==> src/hw/rtl/ctcs_pkg.sv <==
// Package for the capacitive touch charge-time sensor: widths, codes and state types
package ctcs_pkg;

   localparam int CountWidth = 24;
   localparam int DivCntWidth = $clog2(CountWidth);
   localparam logic [31:0] CountMax = 32'((64'd1 << CountWidth) - 64'd1);

   localparam int LimitWidth = 24;
   localparam int WindowWidth = 16;
   localparam int SampleWidth = 8;
   localparam int BurstWidth = 16;
   localparam int ReadingWidth = 25;
   localparam int CsrIndexWidth = 2;
   localparam int CsrDataWidth = 24;

   localparam logic [CsrIndexWidth-1:0] CSR_TIMEOUT_LIMIT = 2'd0;
   localparam logic [CsrIndexWidth-1:0] CSR_CAL_WINDOW = 2'd1;
   localparam logic [CsrIndexWidth-1:0] CSR_CLAMP_NEG = 2'd2;

   localparam logic [LimitWidth-1:0] TimeoutLimitReset = 24'd65535;
   localparam logic [WindowWidth-1:0] CalWindowReset = 16'd20;

   localparam logic [ReadingWidth-1:0] TimeoutCode = 25'h1FFFFFE;

   typedef enum logic [1:0] {
      MODE_IDLE = 2'd0,
      MODE_CAL = 2'd1,
      MODE_MEAS = 2'd2
   } mode_type;

   typedef enum logic [2:0] {
      PH_DISCHARGE = 3'd0,
      PH_CHARGE_WAIT = 3'd1,
      PH_TOPUP = 3'd2,
      PH_RELEASE_WAIT = 3'd3,
      PH_CHECK = 3'd4
   } phase_type;

endpackage

==> src/hw/rtl/cap_touch_charge_time_sensor.sv <==
// Capacitive touch sensor, charge-time method, with calibration and baseline divider
// Each transfer on req_ is one sensor tick: the block samples rx_level, advances its
// charge/discharge sequencer by one step and returns one rsp_ transfer with the pin
// controls for that tick and, on the tick a reading completes, done_res, status and
// the signed reading (count minus baseline, or -2 with status 1 on timeout). A tick
// is taken every clock while req_stall is low. When a calibration window closes
// with at least one burst, the baseline is computed by a restoring divider that
// retires one quotient bit per clock, while req_stall stays high. req_stall
// is also high while a result sits in the output register and rsp_stall is high.
// Configuration writes are taken any cycle and are meant to be made while idle.
module cap_touch_charge_time_sensor import ctcs_pkg::*; (
   input  logic                     clock,
   input  logic                     reset,
   input  logic                     req_valid,
   output logic                     req_stall,
   input  logic                     req_start_req,
   input  logic [SampleWidth-1:0]   req_samples,
   input  logic                     req_rx_level,
   input  logic                     req_ms_tick,
   output logic                     rsp_valid,
   input  logic                     rsp_stall,
   output logic                     rsp_send_high,
   output logic                     rsp_rx_drive,
   output logic                     rsp_rx_drive_high,
   output logic                     rsp_done_res,
   output logic                     rsp_status,
   output logic signed [ReadingWidth-1:0] rsp_reading,
   input  logic                     csr_wr_en,
   input  logic [CsrIndexWidth-1:0] csr_index,
   input  logic [CsrDataWidth-1:0]  csr_wdata
);

   // configuration
   logic [LimitWidth-1:0]  limit_ff;
   logic [WindowWidth-1:0] window_ff;
   logic                   clamp_ff;

   // sequencer state
   mode_type               mode_ff, mode_in;
   phase_type              phase_ff, phase_in;
   logic [CountWidth-1:0]  acc_ff, acc_in;
   logic [CountWidth-1:0]  base_ff;
   logic                   calibrated_ff, calibrated_in;
   logic [SampleWidth-1:0] last_cnt_ff, last_cnt_in;
   logic [SampleWidth-1:0] smp_idx_ff, smp_idx_in;
   logic [BurstWidth-1:0]  burst_ff, burst_in;
   logic [WindowWidth-1:0] elapsed_ff, elapsed_in;

   // baseline divider
   logic                   div_busy_ff;
   logic [DivCntWidth-1:0] div_cnt_ff;
   logic [BurstWidth-1:0]  div_rem_ff;
   logic [CountWidth-1:0]  div_quo_ff;
   logic [BurstWidth-1:0]  div_den_ff;
   logic [BurstWidth:0]    div_rem_sh;
   logic                   div_ge;
   logic [BurstWidth-1:0]  div_rem_next;
   logic [CountWidth-1:0]  div_quo_next;
   logic                   div_start;

   // result register
   logic                   rsp_valid_ff;
   logic                   send_high_ff, rx_drive_ff, rx_drive_high_ff;
   logic                   done_ff, status_ff;
   logic [ReadingWidth-1:0] reading_ff;

   // step outputs
   logic                   pin_send, pin_drive, pin_drive_high;
   logic                   done_in, status_in;
   logic [ReadingWidth-1:0] reading_in;

   logic                   in_fire;
   logic                   out_fire;
   logic                   limit_hit;
   logic [31:0]            limit_eff;
   logic [32:0]            diff;
   logic                   cal_mode;

   assign out_fire = rsp_valid_ff & ~rsp_stall;
   assign req_stall = div_busy_ff | (rsp_valid_ff & rsp_stall);
   assign in_fire = req_valid & ~req_stall;

   assign limit_eff = (32'(limit_ff) < CountMax) ? 32'(limit_ff) : CountMax;
   assign limit_hit = 32'(acc_ff) >= limit_eff;
   assign diff = {1'b0, 32'(acc_ff)} - {1'b0, 32'(base_ff)};
   assign cal_mode = (mode_ff == MODE_CAL);

   // pin controls follow the phase held at the start of the tick
   always_comb begin : pin_outputs
      pin_send = 1'b0;
      pin_drive = 1'b0;
      pin_drive_high = 1'b0;
      if (mode_ff == MODE_CAL || mode_ff == MODE_MEAS) begin
         case (phase_ff)
            PH_DISCHARGE: begin
               pin_drive = 1'b1;
            end
            PH_CHARGE_WAIT: begin
               pin_send = 1'b1;
            end
            PH_TOPUP: begin
               pin_send = 1'b1;
               pin_drive = 1'b1;
               pin_drive_high = 1'b1;
            end
            default: begin
            end
         endcase
      end
   end

   // only a measurement completes a reading
   always_comb begin : result_outputs
      done_in = 1'b0;
      status_in = 1'b0;
      reading_in = '0;
      if (mode_ff == MODE_MEAS) begin
         case (phase_ff)
            PH_CHARGE_WAIT, PH_RELEASE_WAIT: begin
               if (limit_hit) begin
                  done_in = 1'b1;
                  status_in = 1'b1;
                  reading_in = TimeoutCode;
               end
            end
            PH_DISCHARGE: begin
               if (smp_idx_ff >= last_cnt_ff) begin
                  done_in = 1'b1;
                  if (limit_hit) begin
                     status_in = 1'b1;
                     reading_in = TimeoutCode;
                  end else if (clamp_ff && diff[32]) begin
                     reading_in = '0;
                  end else begin
                     reading_in = diff[ReadingWidth-1:0];
                  end
               end
            end
            default: begin
            end
         endcase
      end
   end

   always_comb begin : step_next
      mode_in = mode_ff;
      phase_in = phase_ff;
      acc_in = acc_ff;
      calibrated_in = calibrated_ff;
      last_cnt_in = last_cnt_ff;
      smp_idx_in = smp_idx_ff;
      burst_in = burst_ff;
      elapsed_in = elapsed_ff;
      div_start = 1'b0;
      if (mode_ff == MODE_CAL || mode_ff == MODE_MEAS) begin
         case (phase_ff)
            PH_CHECK: begin
               if (!cal_mode) begin
                  phase_in = PH_DISCHARGE;
               end else if (elapsed_ff >= window_ff) begin
                  // window closed: average bursts into the baseline if any ran, then measure
                  div_start = (burst_ff != '0);
                  acc_in = '0;
                  mode_in = MODE_MEAS;
                  phase_in = PH_DISCHARGE;
                  smp_idx_in = '0;
               end else begin
                  smp_idx_in = '0;
                  phase_in = PH_DISCHARGE;
               end
            end
            PH_CHARGE_WAIT, PH_RELEASE_WAIT: begin
               if (limit_hit) begin
                  if (cal_mode) begin
                     // calibration timeout keeps the old baseline
                     acc_in = '0;
                     mode_in = MODE_MEAS;
                     phase_in = PH_DISCHARGE;
                     smp_idx_in = '0;
                  end else begin
                     mode_in = MODE_IDLE;
                     phase_in = PH_DISCHARGE;
                  end
               end else if (phase_ff == PH_CHARGE_WAIT) begin
                  if (req_rx_level) begin
                     phase_in = PH_TOPUP;
                  end else begin
                     acc_in = acc_ff + 1'b1;
                  end
               end else if (!req_rx_level) begin
                  smp_idx_in = (smp_idx_ff == '1) ? smp_idx_ff : smp_idx_ff + 1'b1;
                  phase_in = PH_DISCHARGE;
               end else begin
                  acc_in = acc_ff + 1'b1;
               end
            end
            PH_TOPUP: begin
               phase_in = PH_RELEASE_WAIT;
            end
            default: begin
               if (smp_idx_ff >= last_cnt_ff) begin
                  if (cal_mode) begin
                     burst_in = (burst_ff == '1) ? burst_ff : burst_ff + 1'b1;
                     phase_in = PH_CHECK;
                  end else begin
                     mode_in = MODE_IDLE;
                     phase_in = PH_DISCHARGE;
                  end
               end else begin
                  phase_in = PH_CHARGE_WAIT;
               end
            end
         endcase
         if (cal_mode && req_ms_tick && elapsed_ff != '1) begin
            elapsed_in = elapsed_ff + 1'b1;
         end
      end else begin
         mode_in = MODE_IDLE;
         if (req_start_req) begin
            acc_in = '0;
            if (!calibrated_ff || req_samples != last_cnt_ff) begin
               last_cnt_in = req_samples;
               calibrated_in = 1'b1;
               mode_in = MODE_CAL;
               phase_in = PH_CHECK;
               burst_in = '0;
               elapsed_in = '0;
               smp_idx_in = '0;
            end else begin
               mode_in = MODE_MEAS;
               phase_in = PH_DISCHARGE;
               smp_idx_in = '0;
            end
         end
      end
   end

   always_ff @(posedge clock) begin
      if (reset) begin
         mode_ff <= MODE_IDLE;
         phase_ff <= PH_DISCHARGE;
         acc_ff <= '0;
         calibrated_ff <= 1'b0;
         last_cnt_ff <= '0;
         smp_idx_ff <= '0;
         burst_ff <= '0;
         elapsed_ff <= '0;
      end else if (in_fire) begin
         mode_ff <= mode_in;
         phase_ff <= phase_in;
         acc_ff <= acc_in;
         calibrated_ff <= calibrated_in;
         last_cnt_ff <= last_cnt_in;
         smp_idx_ff <= smp_idx_in;
         burst_ff <= burst_in;
         elapsed_ff <= elapsed_in;
      end
   end

   always_ff @(posedge clock) begin
      if (reset) begin
         limit_ff <= TimeoutLimitReset;
         window_ff <= CalWindowReset;
         clamp_ff <= 1'b0;
      end else if (csr_wr_en) begin
         case (csr_index)
            CSR_TIMEOUT_LIMIT: limit_ff <= csr_wdata[LimitWidth-1:0];
            CSR_CAL_WINDOW: window_ff <= csr_wdata[WindowWidth-1:0];
            CSR_CLAMP_NEG: clamp_ff <= csr_wdata[0];
            default: begin
            end
         endcase
      end
   end

   // restoring divider, one quotient bit per clock, MSB first
   assign div_rem_sh = {div_rem_ff, div_quo_ff[CountWidth-1]};
   assign div_ge = div_rem_sh >= {1'b0, div_den_ff};
   assign div_rem_next = div_ge ? BurstWidth'(div_rem_sh - {1'b0, div_den_ff})
                                : div_rem_sh[BurstWidth-1:0];
   assign div_quo_next = {div_quo_ff[CountWidth-2:0], div_ge};

   always_ff @(posedge clock) begin
      if (reset) begin
         div_busy_ff <= 1'b0;
         div_cnt_ff <= '0;
         base_ff <= '0;
      end else if (div_busy_ff) begin
         div_cnt_ff <= div_cnt_ff - 1'b1;
         if (div_cnt_ff == '0) begin
            div_busy_ff <= 1'b0;
            base_ff <= div_quo_next;
         end
      end else if (in_fire && div_start) begin
         div_busy_ff <= 1'b1;
         div_cnt_ff <= DivCntWidth'(CountWidth - 1);
      end
   end

   always_ff @(posedge clock) begin
      if (div_busy_ff) begin
         div_rem_ff <= div_rem_next;
         div_quo_ff <= div_quo_next;
      end else if (in_fire && div_start) begin
         div_rem_ff <= '0;
         div_quo_ff <= acc_ff;
         div_den_ff <= burst_ff;
      end
   end

   // output register
   always_ff @(posedge clock) begin
      if (reset) begin
         rsp_valid_ff <= 1'b0;
      end else if (in_fire) begin
         rsp_valid_ff <= 1'b1;
      end else if (out_fire) begin
         rsp_valid_ff <= 1'b0;
      end
   end

   always_ff @(posedge clock) begin
      if (in_fire) begin
         send_high_ff <= pin_send;
         rx_drive_ff <= pin_drive;
         rx_drive_high_ff <= pin_drive_high;
         done_ff <= done_in;
         status_ff <= status_in;
         reading_ff <= reading_in;
      end
   end

   assign rsp_valid = rsp_valid_ff;
   assign rsp_send_high = send_high_ff;
   assign rsp_rx_drive = rx_drive_ff;
   assign rsp_rx_drive_high = rx_drive_high_ff;
   assign rsp_done_res = done_ff;
   assign rsp_status = status_ff;
   assign rsp_reading = reading_ff;

endmodule

==> config.mk <==
export PLATFORM = sky130hd
export DESIGN_NAME = cap_touch_charge_time_sensor
export DESIGN_NICKNAME = d
export VERILOG_FILES = /design/src/hw/rtl/ctcs_pkg.sv /design/src/hw/rtl/cap_touch_charge_time_sensor.sv
export SDC_FILE = /design/constraint.sdc
export NUM_CORES = 1
export LEC_CHECK = 0
export ABC_AREA = 0
export BUFFER_PORTS_ARGS = -buffer_cell sky130_fd_sc_hd__buf_2
export CORE_MARGIN = 2
export CORE_UTILIZATION = 40
export CTS_CLUSTER_DIAMETER = 120
export CTS_CLUSTER_SIZE = 24
export DETAILED_ROUTE_END_ITERATION = 12
export GPL_TIMING_DRIVEN = 1
export SLEW_MARGIN = 20
export SYNTH_ARGS = -nofsm -noshare
export SYNTH_HDL_FRONTEND = slang
export SYNTH_SLANG_ARGS = --single-unit
==> constraint.sdc <==
create_clock -name clock -period 5.9 [get_ports clock]
set_input_delay 1.18 -clock clock [delete_from_list [all_inputs] [get_ports clock]]
set_output_delay 1.18 -clock clock [all_outputs]
set_load 0.02 [all_outputs]
## After elaboration in Yosys (flattened, before gate mapping)

Cells that the tools add are included.

- Magnitude comparators: 5
- Reductions and logical operators: 31
- Eq/ne operators: 32
- Add/subtract/negate cells: 7
- Bitwise operators: 8
- Multiplexer cells: 77

Operator list:

| cell | number |
|---|---|
| 24-bit 2-to-1 mux | 12 |
| 16-bit 2-to-1 mux | 12 |
| 25-bit 2-to-1 mux | 4 |
| 8-bit 2-to-1 mux | 7 |
| 25-bit case mux with 2 select lines | 1 |
| 24-bit case mux with 2 select lines | 1 |
| 16-bit by 1-bit adder with 16-bit output, second input constant | 2 |
| 3-bit 2-to-1 mux | 9 |
| 24-bit by 24-bit subtractor with 25-bit output | 1 |
| 24-bit by 1-bit adder with 24-bit output, second input constant | 1 |
| 24-bit greater-or-equal comparator | 1 |
| 24-bit less-than comparator, second input constant | 1 |
| 5-bit != test, second input constant | 4 |
| 2-bit 2-to-1 mux | 9 |
| 17-bit by 16-bit greater-or-equal comparator with 1-bit output | 1 |
| 16-bit equality test, second input constant | 1 |
| 16-bit greater-or-equal comparator | 1 |
| 16-bit != test, second input constant | 1 |
| 4-bit != test, second input constant | 4 |
| 8-bit case mux with 2 select lines | 1 |
| 16-bit nonzero test | 1 |
| 16-bit subtractor | 1 |
| 1-bit 2-to-1 mux | 15 |
| 7-bit AND reduction | 2 |
| 36 further kinds | 67 |

- Output and inout bits: 32
- Bits of input ports: 42
- Bits in registers: 236
- Word-level logic and storage cells: 184

## Longest topological paths before layout

Gate-level depths: netlist of the first run.

- Word-level depth: 8
- Mapped depth: 13
- Mapped depth without buffers: 12

## Worst setup path before layout of the first run

No wires, ideal clock.

- Kind: input-to-reg
- From: in rsp_stall
- To: reg div_quo_ff[0] (enable)
- Arrival time: 3.586 ns
- Stages on the path: 6
- Setup slack: 1.935 ns
- Required time: 5.521 ns
- Setup time: 0.379 ns
- Buffers on the path: 0
- Cell sequence: a21oi_1 > nand2_1 > inv_2 > nand3_1 > nor2_1 > or2_2

- Word-level cells in the longest chain between the ends: 6

Ends and longest elaborated chain:

| element | line | source |
|---|---|---|
| start: declaration | cap_touch_charge_time_sensor.sv:21 | `input logic rsp_stall,` |
| 1-bit bitwise AND | cap_touch_charge_time_sensor.sv:80 | `assign req_stall = div_busy_ff \| (rsp_valid_ff & rsp_stall);` |
| 1-bit bitwise OR | cap_touch_charge_time_sensor.sv:80 |  |
| 1-bit inverter | cap_touch_charge_time_sensor.sv:81 | `assign in_fire = req_valid & ~req_stall;` |
| 1-bit bitwise AND | cap_touch_charge_time_sensor.sv:81 |  |
| named net in_fire | cap_touch_charge_time_sensor.sv:72 | `logic in_fire;` |
| 1-bit logical AND | cap_touch_charge_time_sensor.sv:304 | `end else if (in_fire && div_start) begin` |
| 2-bit nonzero test (no line) | - |  |
| end signal: assignment | cap_touch_charge_time_sensor.sv:303 | `div_quo_ff <= div_quo_next;` |
| end: declaration | cap_touch_charge_time_sensor.sv:53 | `logic [CountWidth-1:0] div_quo_ff;` |

The timed path passes the listed nets, and every way through them passes these cells.
A chain may end at the register's enable or synchronous reset.

## Worst setup path after layout of the first run

- From: in rsp_stall
- To: reg acc_ff[1]

- Word-level cells in the longest chain between the ends: 5

Ends and longest elaborated chain:

| element | line | source |
|---|---|---|
| 1-bit bitwise AND | cap_touch_charge_time_sensor.sv:80 |  |
| 1-bit bitwise OR | cap_touch_charge_time_sensor.sv:80 |  |
| 1-bit inverter | cap_touch_charge_time_sensor.sv:81 |  |
| 1-bit bitwise AND | cap_touch_charge_time_sensor.sv:81 |  |
| named net in_fire | cap_touch_charge_time_sensor.sv:72 |  |
| 8-bit AND reduction (no line) | - |  |
| end signal: assignment | cap_touch_charge_time_sensor.sv:251 | `acc_ff <= acc_in;` |
| end: declaration | cap_touch_charge_time_sensor.sv:41 | `logic [CountWidth-1:0] acc_ff, acc_in;` |

The timed path passes the listed nets, and every way through them passes these cells.

==> results of run 1 <==
[placed cells by master (no fill, tap or decap), types with 11 or more instances in the layout]
cell type,count
nor2b_1,33
dfxtp_1,149
a211oi_1,12
a21oi_1,108
edfxtp_1,86
a31oi_1,15
o21a_1,11
a211o_1,20
mux2i_1,21
mux2_2,21
o21ai_0,54
o21ai_1,26
nand4_1,18
nand2b_1,18
buf_2,72
inv_1,113
ha_1,98
xnor2_1,38
a21o_1,33
nor3_1,21
clkbuf_16,14
nor2_1,116
nand3_1,40
o31ai_1,18
nand2_1,151
xor2_1,35
and3_1,26
[cell families (layout without fill, tap and decap cells)]
kind of cell | after synthesis | in the layout | share of synthesized area
AOI/OAI and AO/OA | 334 | 334 | 0.162
adders and majority gates | 100 | 100 | 0.0972
muxes | 42 | 42 | 0.0343
xor gates and xnor gates | 73 | 73 | 0.0491
and+or+nand+nor | 478 | 478 | 0.179
DFF | 236 | 236 | 0.429
buffers and inverters | 169 | 214 | 0.0496
[worst max-delay path, stage by stage]
cell      delay (ns)
buf_2           0.11
a21oi_1         0.17
nand2_1         0.10
inv_2           0.05
buf_4           0.38
o21ai_1         0.23
a31oi_1         0.55
nand3b_1        0.71
a21oi_1         0.43
o31ai_1         0.11
[routing by layer]
metal	part of all wire	wire length (um)
met1	0.50	14200
met2	0.45	12700
met3	0.037	1060
met4	0.019	527
met5	0.00042	12
[cells in the mapped netlist, drive strengths merged (4+ instances only)]
cell      n  area (um2)
nand2   153         579
dfxtp   150        3000
nor2    116         435
inv     115         432
a21oi   108         541
ha       98        1230
edfxtp   86        2580
o21ai    81         409
clkbuf   45         169
nand3    40         200
xnor2    38         333
xor2     35         307
a21o     33         248
nor2b    33         206
and3     26         163
nor3     22         121
mux2     21         236
mux2i    21         210
a211o    20         175
o31ai    19         148
nand2b   18         113
nand4    18         113
a31oi    15        93.8
a211oi   12        90.1
nand3b   11        86.3
o21a     11        82.6
buf       9        46.3
and2      7        43.8
or3       6        37.5
and4      5        43.8
nor4      5        37.5
o211a     5        57.6
or2       5        31.3
o211ai    4        30.0
[flip-flops by register name (all words and copies together) (netlist names), 24 cells and up]
register and count:
div_quo_ff 24, base_ff 24, limit_ff 24, acc_ff 24, rsp_reading 25
[stage by stage]
stage / cell area [um2] / util / setup WS, ns / cells / power [mW]
2_1_floorplan: 13000 / - / 1.93 / 1432 / 1.88
3_3_place_gp: 13800 / 0.427 / 1.85 / 1899 / 1.94
3_5_place_dp: 13800 / 0.427 / 1.71 / 1899 / 1.94
4_1_cts: 14200 / 0.439 / 2.22 / 1919 / 2.91
5_1_grt: 14200 / 0.439 / 1.96 / 1919 / 2.99
6_report: 14200 / 0.439 / 2.21 / 1919 / 2.87
[worst max-delay path by stage]
stage,endpoint,depth (start not counted),slack (ns),startpoint
final,acc_ff[1],10,2.21,rsp_stall
after global placement,acc_ff[1],10,1.85,rsp_stall
after detailed placement,acc_ff[1],10,1.71,rsp_stall
after CTS,acc_ff[1],10,2.22,rsp_stall
after floorplan,div_quo_ff[0],6,1.93,rsp_stall
after global routing,rsp_reading[5],12,1.96,acc_ff[0]
[final cells by class]
type | instances | area [um2] | area share
tap | 442 | 553 | 0.0391
inverter | 115 | 432 | 0.0305
sequential | 236 | 5590 | 0.395
clock buffer | 20 | 373 | 0.0263
multi-input combinational | 1027 | 6800 | 0.480
timing repair buffer | 79 | 413 | 0.0292
[where the power goes]
group	leakage, nW	internal, mW	total [mW]	switching, mW
combinational	3.37	0.0633	0.185	0.121
sequential	2.07	1.70	1.72	0.0135
clock	0.180	0.442	0.969	0.527
total	5.61	2.21	2.87	0.662
==> results.md, run 1 <==
* CTS tree: built
* Worst-margin pin slew at 0.987 ns
* Max-cap violation count at 0
* Area growth syn-to-layout at 8.67%
* Drt drc at 0
* Worst hold path depth at 2
* ANT nets after route at 0
* Post-synthesis cell type count at 73
* Mapped Cells at 1432
* RSZ-0062 raised after global routing: no
* Setup bufs post-CTS at 0
* Antenna violations before repair at 1
* CTS H-tree depth at 1
* PortBufs at 73
* Seq/Total Area, Yosys at 0.429
* M1 GR Usage at 0.236
* GR met3 Demand/Resource at 0.0196
* Worst skew pair latency at 0.49 ns
* Fin crit period at 3.69 ns
* Cts repair resizes at 0
* CP Launch Type: input port
* Worst hold path type: flop to flop
* Height of the die at 184 um
* Worst Path Class, Setup: input port to flop
* Sinks on the clock net at 236
* Cell Area, Synth at 13000 um2
* Peak VDD IR at 0.000129 V
* EDFF count, synth at 86
* Setup_tns at 0 ns
* Final Max Tran Viols at 0
* F_max at 271 MHz
* Number of buffers created by CTS at 13
* Die footprint at 34000 um2
* Pleak at 5.61 nW
* DP Wirelength at 20900 um
* Critical Path Fanout Max at 35
* Post-CTS Hold Buffers at 0
* Wire per inst at 14.8 um
* Clock tree root buffer cell: clkbuf_16
* CTS clk-pin slew, worst paths at 0.10 ns
* Register bit total from synthesis at 236
* Async set-reset flop share out of synthesis at 0
* Fillers at 3172
* Status: complete, no violations
* Reg2Reg Launch Point: acc_ff[0]
* Core ar. at 32300 um2
* Final setup fails at 0
* CP Data Required Time at 6.25 ns
* Critical path arrival at 4.04 ns
* Slew HR at 0.342
* Reg-to-reg setup timing slack at 2.25 ns
* Post-Route WL at 28500 um
* Total track usage at 0.168
* Vias in the first global route at 9315
* RR Endpoint: rsp_reading[0]
* Worst hold start: base_ff[7]
* Clock tree buffer depth at 3
* TritonRoute pass-1 iters at 4
* GP Congestion at 0.795
* NumNets Final at 1614
* GRT Max-Usage Layer: met2
* ANT cells at 0
* Cell Pwr Density at 203 nW/um2
* Worst setup EP type: flop
* Average size of a mapped cell at 9.10 um2
* Period utilisation layout at 0.625
* # rows at 66
* GR Util met2 at 0.274
* I/O Pins at 74
* Number of vias per cell at 5.18
* First-pass GRT wire length at 46800 um
* Final hold slack at 0.457 ns
* DR vias at 9938
* Layout cells sized above 1 at 0.0921
* Hold EP: base_ff[7]
* Hold Vio Cnt, Final at 0
* Net Count, Synth at 1574
* Largest net degree at the start of global routing at 79
* Reg2reg path depth at 11
* Ys Warns at 0
* Fin Clk Skew at 0.0210 ns
* Starting density of the core at 0.404
* DR iter-0 viols at 681
* Grt total ovfl at 0
* Die Wd at 184 um
* Main synth FF type: dfxtp_1
(Power assumes the default switching activity.)
==> run 2, diff against run 1 <==
--- a/config.mk
+++ b/config.mk
@@ -5,7 +5,7 @@
 export SDC_FILE = /design/constraint.sdc
 export NUM_CORES = 1
 export LEC_CHECK = 0
-export ABC_AREA = 0
+export ABC_AREA = 1
 export BUFFER_PORTS_ARGS = -buffer_cell sky130_fd_sc_hd__buf_2
 export CORE_MARGIN = 2
 export CORE_UTILIZATION = 40
==> constraint.sdc (replaced) <==
create_clock -name clock -period 3.7 [get_ports clock]
set_input_delay 0.74 -clock clock [delete_from_list [all_inputs] [get_ports clock]]
set_output_delay 0.74 -clock clock [all_outputs]
set_load 0.02 [all_outputs]
==> run 2 against run 1 <==
Register-to-register slack worse by 1.5 ns; power grew to 3.6 times the previous value; clock power is 64% higher; design area is 11% higher; critical path depth is 7 higher; critical endpoint is now acc_ff[9]; highest routed layer is now met4.
==> results.md, run 2 <==
* Status: complete, no violations
* Register bit total from synthesis at 236 (unchanged)
* Ys Warns at 0 (unchanged)
* Max reg flops at 25 (unchanged)
* Setup bufs post-CTS at 0 (unchanged)
* Worst skew pair latency at 0.50 ns (about the same)
* Worst Path Class, Setup: flop to flop
* Top cell type's share of synthesized area at 0.206 (-0.0243)
* Yosys top cell by area: dfxtp_1
* ANT cells at 0 (unchanged)
* Mux share of post-synthesis cell area at 0 (-0.0343)
* CTS tree: built
* Fillers at 3736 (+18%)
* Seq/Total Area, Yosys at 0.383 (-0.0453)
* Reg area at 5590 um2 (unchanged)
* Final core occ at 0.441 (+0.00261)
* RSZ-0062 raised after global routing: no
* Mapped Cells at 1976 (+38%)
* XOR/XNOR Fraction of Synth Area at 0.0409 (-0.00819)
* Vias in the first global route at 12100 (+30%)
* Post-CTS Hold Buffers at 0 (unchanged)
* DP Wirelength at 29600 um (+42%)
* NumNets Final at 2165 (+34%)
* Final Max Tran Viols at 0 (unchanged)
* Die footprint at 38000 um2 (+12%)
* Total track usage at 0.201 (+0.0334)
* Area of the multi-input gates at 7760 um2 (+14%)
* Hold EP: base_ff[15]
* Final hold slack at 0.462 ns (+0.00454 ns)
* Hold Vio Cnt, Final at 0 (unchanged)
* Most common cell in the netlist: nand2_1
* PortBufs at 73 (unchanged)
* Worst hold path depth at 2 (unchanged)
* Async set-reset flop share out of synthesis at 0 (unchanged)
* Finished Layout Cells at 2490 (+30%)
* Critical Path Most Common Cell: nand2_1
* Drt drc at 0 (unchanged)
* Placement Setup Slack at 0.818 ns (-0.890 ns)
* Reg-to-reg setup timing slack at 0.78 ns (-1.47 ns)
* Post-synthesis cell type count at 55 (-25%)
* CP delay by family, top: simple AND/OR/NAND/NOR gates
* DR iter-0 viols at 827 (+21%)
* Worst hold start: base_ff[15]
* Simple-gate portion of the synthesized area at 0.275 (+0.0958)
* Antenna violations before repair at 0 (-1)
* Number of buffers created by CTS at 13 (unchanged)
* # rows at 69 (+4.5%)
* CTS clk-pin slew, worst paths at 0.11 ns (about the same)
* ANT nets after route at 0 (unchanged)
* Clock tree root buffer cell: clkbuf_16
* Fin crit period at 2.92 ns
* GP Congestion at 0.934 (+17%)
* Reg2Reg Launch Point: acc_ff[11]
* Average size of a mapped cell at 7.37 um2 (-19%)
* Core ar. at 35700 um2 (+11%)
* Worst setup EP type: flop
* Leading cell types in the layout, fill and taps excluded: nand2_1, inv_1, nor2_1
* CP Launch Type: flop
* Area growth syn-to-layout at 8.23%
* Peak VDD IR at 0.000265 V (+100%)
* Die Wd at 195 um (+5.6%)
* Wire per inst at 15.4 um (+3.5%)
* Post-synthesis compound-gate area fraction at 0.130 (-0.0324)
* Most area-consuming cells after synthesis: dfxtp_1, edfxtp_1, nand2_1, ha_1, inv_1
* Number of vias per cell at 5.18 (+0.10%)
* Most frequent cells after synthesis: nand2_1, inv_1, nor2_1
* F_max at 342 MHz
* Net Count, Synth at 2118 (+35%)
* Largest net degree at the start of global routing at 62 (-22%)
* Commonest non-fill, non-tap cell in the layout: nand2_1
* Cts repair resizes at 0 (unchanged)
* CP cell instances: ha_1 > nand2_1 > inv_1 > nand2_1 > nand2_1 > nand2_1 > nand2_1 > nand2_2 > nand2_1 > nor2_1 > nand4_1 > nand2_1 > nand2_1 > nand2_4 > nand2_1 > nand2_1 > nor2_1
* Period utilisation layout at 0.789
* Main synth FF type: dfxtp_1
* Starting density of the core at 0.408 (+0.00406)
* Setup_tns at 0 ns (unchanged)
* CTS H-tree depth at 1 (unchanged)
* PnR worst setup slack at 0.780 ns (-1.43 ns)
* Critical Path Fanout Max at 20 (-43%)
* CP bufs+invs at 1 (-2)
* Crit-path slowest cell: dfxtp_1
* RR Endpoint: acc_ff[9]
* TritonRoute pass-1 iters at 5 (+1)
* First-pass GRT wire length at 63000 um (+35%)
* Main combinational cell family by area after synthesis: simple AND/OR/NAND/NOR gates
* Clock tree buffer depth at 3 (unchanged)
* Layout cells sized above 1 at 0.0917 (-0.000408)
* Pleak at 7.04 nW (+25%)
* DR vias at 12900 (+30%)
* Worst hold path type: flop to flop
* EDFF count, synth at 86 (unchanged)
* Grt total ovfl at 0 (unchanged)
* Critical path arrival at 3.32 ns (-0.72 ns)
* Post-Synth Adder-Cell Area at 0.0869 (-0.0103)
* Cell Area, Synth at 14600 um2 (+12%)
* Cell Pwr Density at 661 nW/um2 (+230%)
* I/O Pins at 74 (unchanged)
* Slew HR at 0.351 (+0.00959)
* Sinks on the clock net at 236 (unchanged)
* Post-Route WL at 38200 um (+34%)
* Final setup fails at 0 (unchanged)
* CP Data Required Time at 4.10 ns (-2.15 ns)
* Max-cap violation count at 0 (unchanged)
* Worst-margin pin slew at 0.970 ns (-0.0171 ns)
* Fin Clk Skew at 0.0313 ns (+0.0104 ns)
* Height of the die at 195 um (+5.6%)
* Placed cells at 2469 (+30%)
* Reg2reg path depth at 17 (+6)
* Max stage delay on crit path at 0.58 ns (-0.13 ns)
==> run 2: changes by cell type after synthesis, moves of 33 or more <==
| cell | delta |
|---|---|
| a21oi_1 | +57 |
| inv_1 | +114 |
| nand2_1 | +290 |
| nand3_1 | +72 |
| nor2_1 | +108 |
| nor2b_1 | -33 |
| o21ai_0 | +64 |
==> run 2: worst max path at each step <==
| stage | endpoint | slack, ns | depth (start not counted) | startpoint |
|---|---|---|---|---|
| after floorplan | div_quo_ff[0] | 0.06 | 7 | rsp_stall |
| after global placement | acc_ff[10] | 0.84 | 17 | acc_ff[11] |
| after detailed placement | acc_ff[17] | 0.82 | 17 | acc_ff[11] |
| after CTS | acc_ff[10] | 0.80 | 17 | acc_ff[11] |
| after global routing | acc_ff[10] | 0.47 | 17 | acc_ff[11] |
| final | acc_ff[9] | 0.78 | 17 | acc_ff[11] |
==> run 2: cell type report <==
| type | instances | share of cell area |
|---|---|---|
| Multi-Input combinational cell | 1431 | 0.492 |
| Sequential cell | 236 | 0.354 |
| Clock buffer | 21 | 0.0238 |
| Timing Repair Buffer | 92 | 0.0338 |
| Inverter | 249 | 0.0596 |
| Tap cell | 461 | 0.0366 |
==> run 2: worst register-to-register path: stages, from the launching register on <==
cell	delay, ns
dfxtp_1	0.58
ha_1	0.32
nand2_1	0.09
inv_1	0.04
nand2_1	0.06
nand2_1	0.05
nand2_1	0.07
nand2_1	0.07
nand2_2	0.18
nand2_1	0.08
nor2_1	0.10
nand4_1	0.08
nand2_1	0.08
nand2_1	0.48
nand2_4	0.36
nand2_1	0.08
nand2_1	0.06
nor2_1	0.04
==> run 2: cells by family (layout without fill, tap and decap cells) <==
group	Yosys count	after routing
AND/OR/NAND/NOR	914	914
AO/OA/AOI/OAI	349	349
adder cells (fa/ha/maj)	100	100
XOR/XNOR	68	68
buffers and inverters	309	362
flip-flops	236	236
==> run 2: routing by layer <==
metal | share of wire | GRT usage | routed length, um
met1 | 0.50 | 0.296 | 18900
met2 | 0.44 | 0.324 | 16800
met3 | 0.052 | 0.0177 | 1980
met4 | 0.014 | 0.0373 | 552
met5 | 0 | 0 | 0
==> run 2: where the power goes <==
part           switching [mW]  internal, mW
Sequential              0.387          3.02
Combinational            3.58          1.84
Clock                   0.889         0.705
==> run 2: stage by stage <==
step                cell area [um2]  total power, mW
global placement              15400             8.81
detailed placement            15400             8.86
global route                  15800             11.4
CTS                           15800             10.5
finish                        15800             10.4
floorplan                     14600             7.52
==> run 3, diff against run 2 <==
==> constraint.sdc (replaced) <==
create_clock -name clock -period 2.9 [get_ports clock]
set_input_delay 0.58 -clock clock [delete_from_list [all_inputs] [get_ports clock]]
set_output_delay 0.58 -clock clock [all_outputs]
set_load 0.02 [all_outputs]
==> run 3 against run 2 <==
Utilization increased by 0.30 points; sequential power increased by 26%; sequential share of layout area is 0.24 points lower; maximum frequency up 10%; global-route usage is 0.16 points higher; first-iteration DRC count fell by 11%; register-to-register slack worse by 0.53 ns; non-clock buffer count up 15; critical path type unchanged.
==> results.md, run 3 (synthesis gave the netlist of run 2 again) <==
* F_max at 377 MHz (+10%)
* Fin Clk Skew at 0.0190 ns (-0.0124 ns)
* Pleak at 7.09 nW (+0.78%)
* Critical Path Fanout Max at 8 (-60%)
* Worst hold path type: input port to flop
* Area growth syn-to-layout at 8.97%
* RSZ-0062 raised after global routing: no
* CP delay by family, top: compound AO/OA/AOI/OAI gates
* Vias in the first global route at 12300 (+1.5%)
* Hold Vio Cnt, Final at 0 (unchanged)
* Slew HR at 0.443 (+0.0913)
* Crit-path slowest cell: dfxtp_1
* CP bufs+invs at 2 (+1)
* Commonest non-fill, non-tap cell in the layout: nand2_1
* Final core occ at 0.444 (+0.00305)
* Critical path arrival at 2.91 ns (-0.41 ns)
* Post-CTS Hold Buffers at 0 (unchanged)
* Critical Path Most Common Cell: inv_1
* ANT nets after route at 0 (unchanged)
* Drt drc at 0 (unchanged)
* DR iter-0 viols at 736 (-11%)
* Grt total ovfl at 0 (unchanged)
* Fillers at 3698 (-1.0%)
* CP cell instances: ha_1 > a21oi_1 > o21ai_1 > a21oi_2 > o21ai_2 > nand3_1 > nand4_1 > inv_1 > o21ai_0 > nand2_1 > inv_1
* TritonRoute pass-1 iters at 4 (-1)
* Reg area at 5590 um2 (unchanged)
* Cell Pwr Density at 846 nW/um2 (+28%)
* PortBufs at 73 (unchanged)
* Peak VDD IR at 0.000330 V (+24%)
* Period utilisation layout at 0.915 (+0.126)
* Setup bufs post-CTS at 0 (unchanged)
* Number of buffers created by CTS at 13 (unchanged)
* Largest net degree at the start of global routing at 67 (+8.1%)
* CP Data Required Time at 3.16 ns (-0.94 ns)
* First-pass GRT wire length at 63400 um (+0.70%)
* Worst-margin pin slew at 0.835 ns (-0.135 ns)
* Wire per inst at 15.3 um (-0.47%)
* Layout cells sized above 1 at 0.0999 (+0.00818)
* GP Congestion at 0.884 (-5.3%)
* CTS tree: built
* NumNets Final at 2180 (+0.69%)
* Final hold slack at 0.318 ns (-0.144 ns)
* I/O Pins at 74 (unchanged)
* Status: complete, no violations
* DP Wirelength at 29700 um (+0.57%)
* Sinks on the clock net at 236 (unchanged)
* Antenna violations before repair at 0 (unchanged)
* # rows at 69 (unchanged)
* Die Wd at 195 um (unchanged)
* Max stage delay on crit path at 0.45 ns (-0.13 ns)
* CTS H-tree depth at 1 (unchanged)
* Max-cap violation count at 0 (unchanged)
* Post-Route WL at 38300 um (about the same)
* ANT cells at 0 (unchanged)
* Leading cell types in the layout, fill and taps excluded: nand2_1, inv_1, nor2_1
* Worst Path Class, Setup: flop to flop
* DR vias at 12800 (-1.1%)
* Worst setup EP type: flop
* Number of vias per cell at 5.10 (-1.6%)
* Height of the die at 195 um (unchanged)
* Die footprint at 38000 um2 (unchanged)
* Final Max Tran Viols at 0 (unchanged)
* CP Launch Type: flop
* Core ar. at 35700 um2 (unchanged)
* CTS clk-pin slew, worst paths at 0.10 ns (about the same)
* Clock tree buffer depth at 3 (unchanged)
* Area of the multi-input gates at 7780 um2 (+0.35%)
* Total track usage at 0.203 (+0.00157)
* Fin crit period at 2.65 ns (-0.267 ns)
* Max reg flops at 25 (unchanged)
* Final setup fails at 0 (unchanged)
* Starting density of the core at 0.408 (unchanged)
* Setup_tns at 0 ns (unchanged)
* Worst skew pair latency at 0.49 ns (about the same)
* Clock tree root buffer cell: clkbuf_16
run 3: cell types whose count changed in the layout (fill, tap and decap cells not counted), sizes merged:
cell | previous run | this run
buf | 92 | 107
clkbuf | 21 | 19
clkinv | 2 | 3
clkinvlp | 1 | 2
inv | 246 | 245
run 3: worst paths after layout:
path	from	endpoint	slack, ns	cells past startpoint
hold / removal	csr_wdata[5]	limit_ff[5]	0.32	3
hold reg to reg	div_cnt_ff[1]	div_cnt_ff[1]	0.46	2
setup / recovery	acc_ff[3]	rsp_reading[20]	0.25	11
setup reg to reg	acc_ff[3]	rsp_reading[20]	0.25	11
run 3: through the flow:
step	power [mW]	std cells	worst slack [ns]	cell area, um2
2_1_floorplan	9.60	1976	0.0182	14600
3_3_place_gp	11.5	2484	-0.00873	15500
3_5_place_dp	11.5	2484	-0.0174	15500
4_1_cts	13.5	2504	0.182	15900
5_1_grt	14.7	2504	0.0315	15900
6_report	13.4	2504	0.247	15900
run 3: metal layers:
layer  vias to the layer above  part of all wire  track usage
met4                         0             0.016       0.0382
met3                        32             0.048       0.0205
met5                         -                 0            0
met2                       297              0.45        0.334
li1                       6624                 -            -
met1                      5816              0.49        0.291
run 3: timing repair:
action	CTS	global route
resized for setup	1	1
pin swaps	0	0
endpoints found under the setup margin	1	1
run 3: cell type report:
cell class                      count  share of cell area
Clock inverter                      1            0.000315
Tap cell                          461              0.0363
Sequential cell                   236               0.352
Inverter                          249              0.0594
Clock buffer                       19              0.0219
Multi-Input combinational cell   1431               0.490
Timing Repair Buffer              107              0.0399
run 3: tightest hold or removal path: cells and delay by family:
family / cells / cell delay (ns)
buffers and inverters: 1 / 0.08
AND/OR/NAND/NOR: 1 / 0.04
AO/OA/AOI/OAI: 1 / 0.07
run 3: power breakdown:
part,internal [mW],total (mW),switching (mW)
clock,0.845,1.93,1.09
sequential,3.85,4.29,0.437
combinational,2.47,7.22,4.75
total,7.17,13.4,6.27
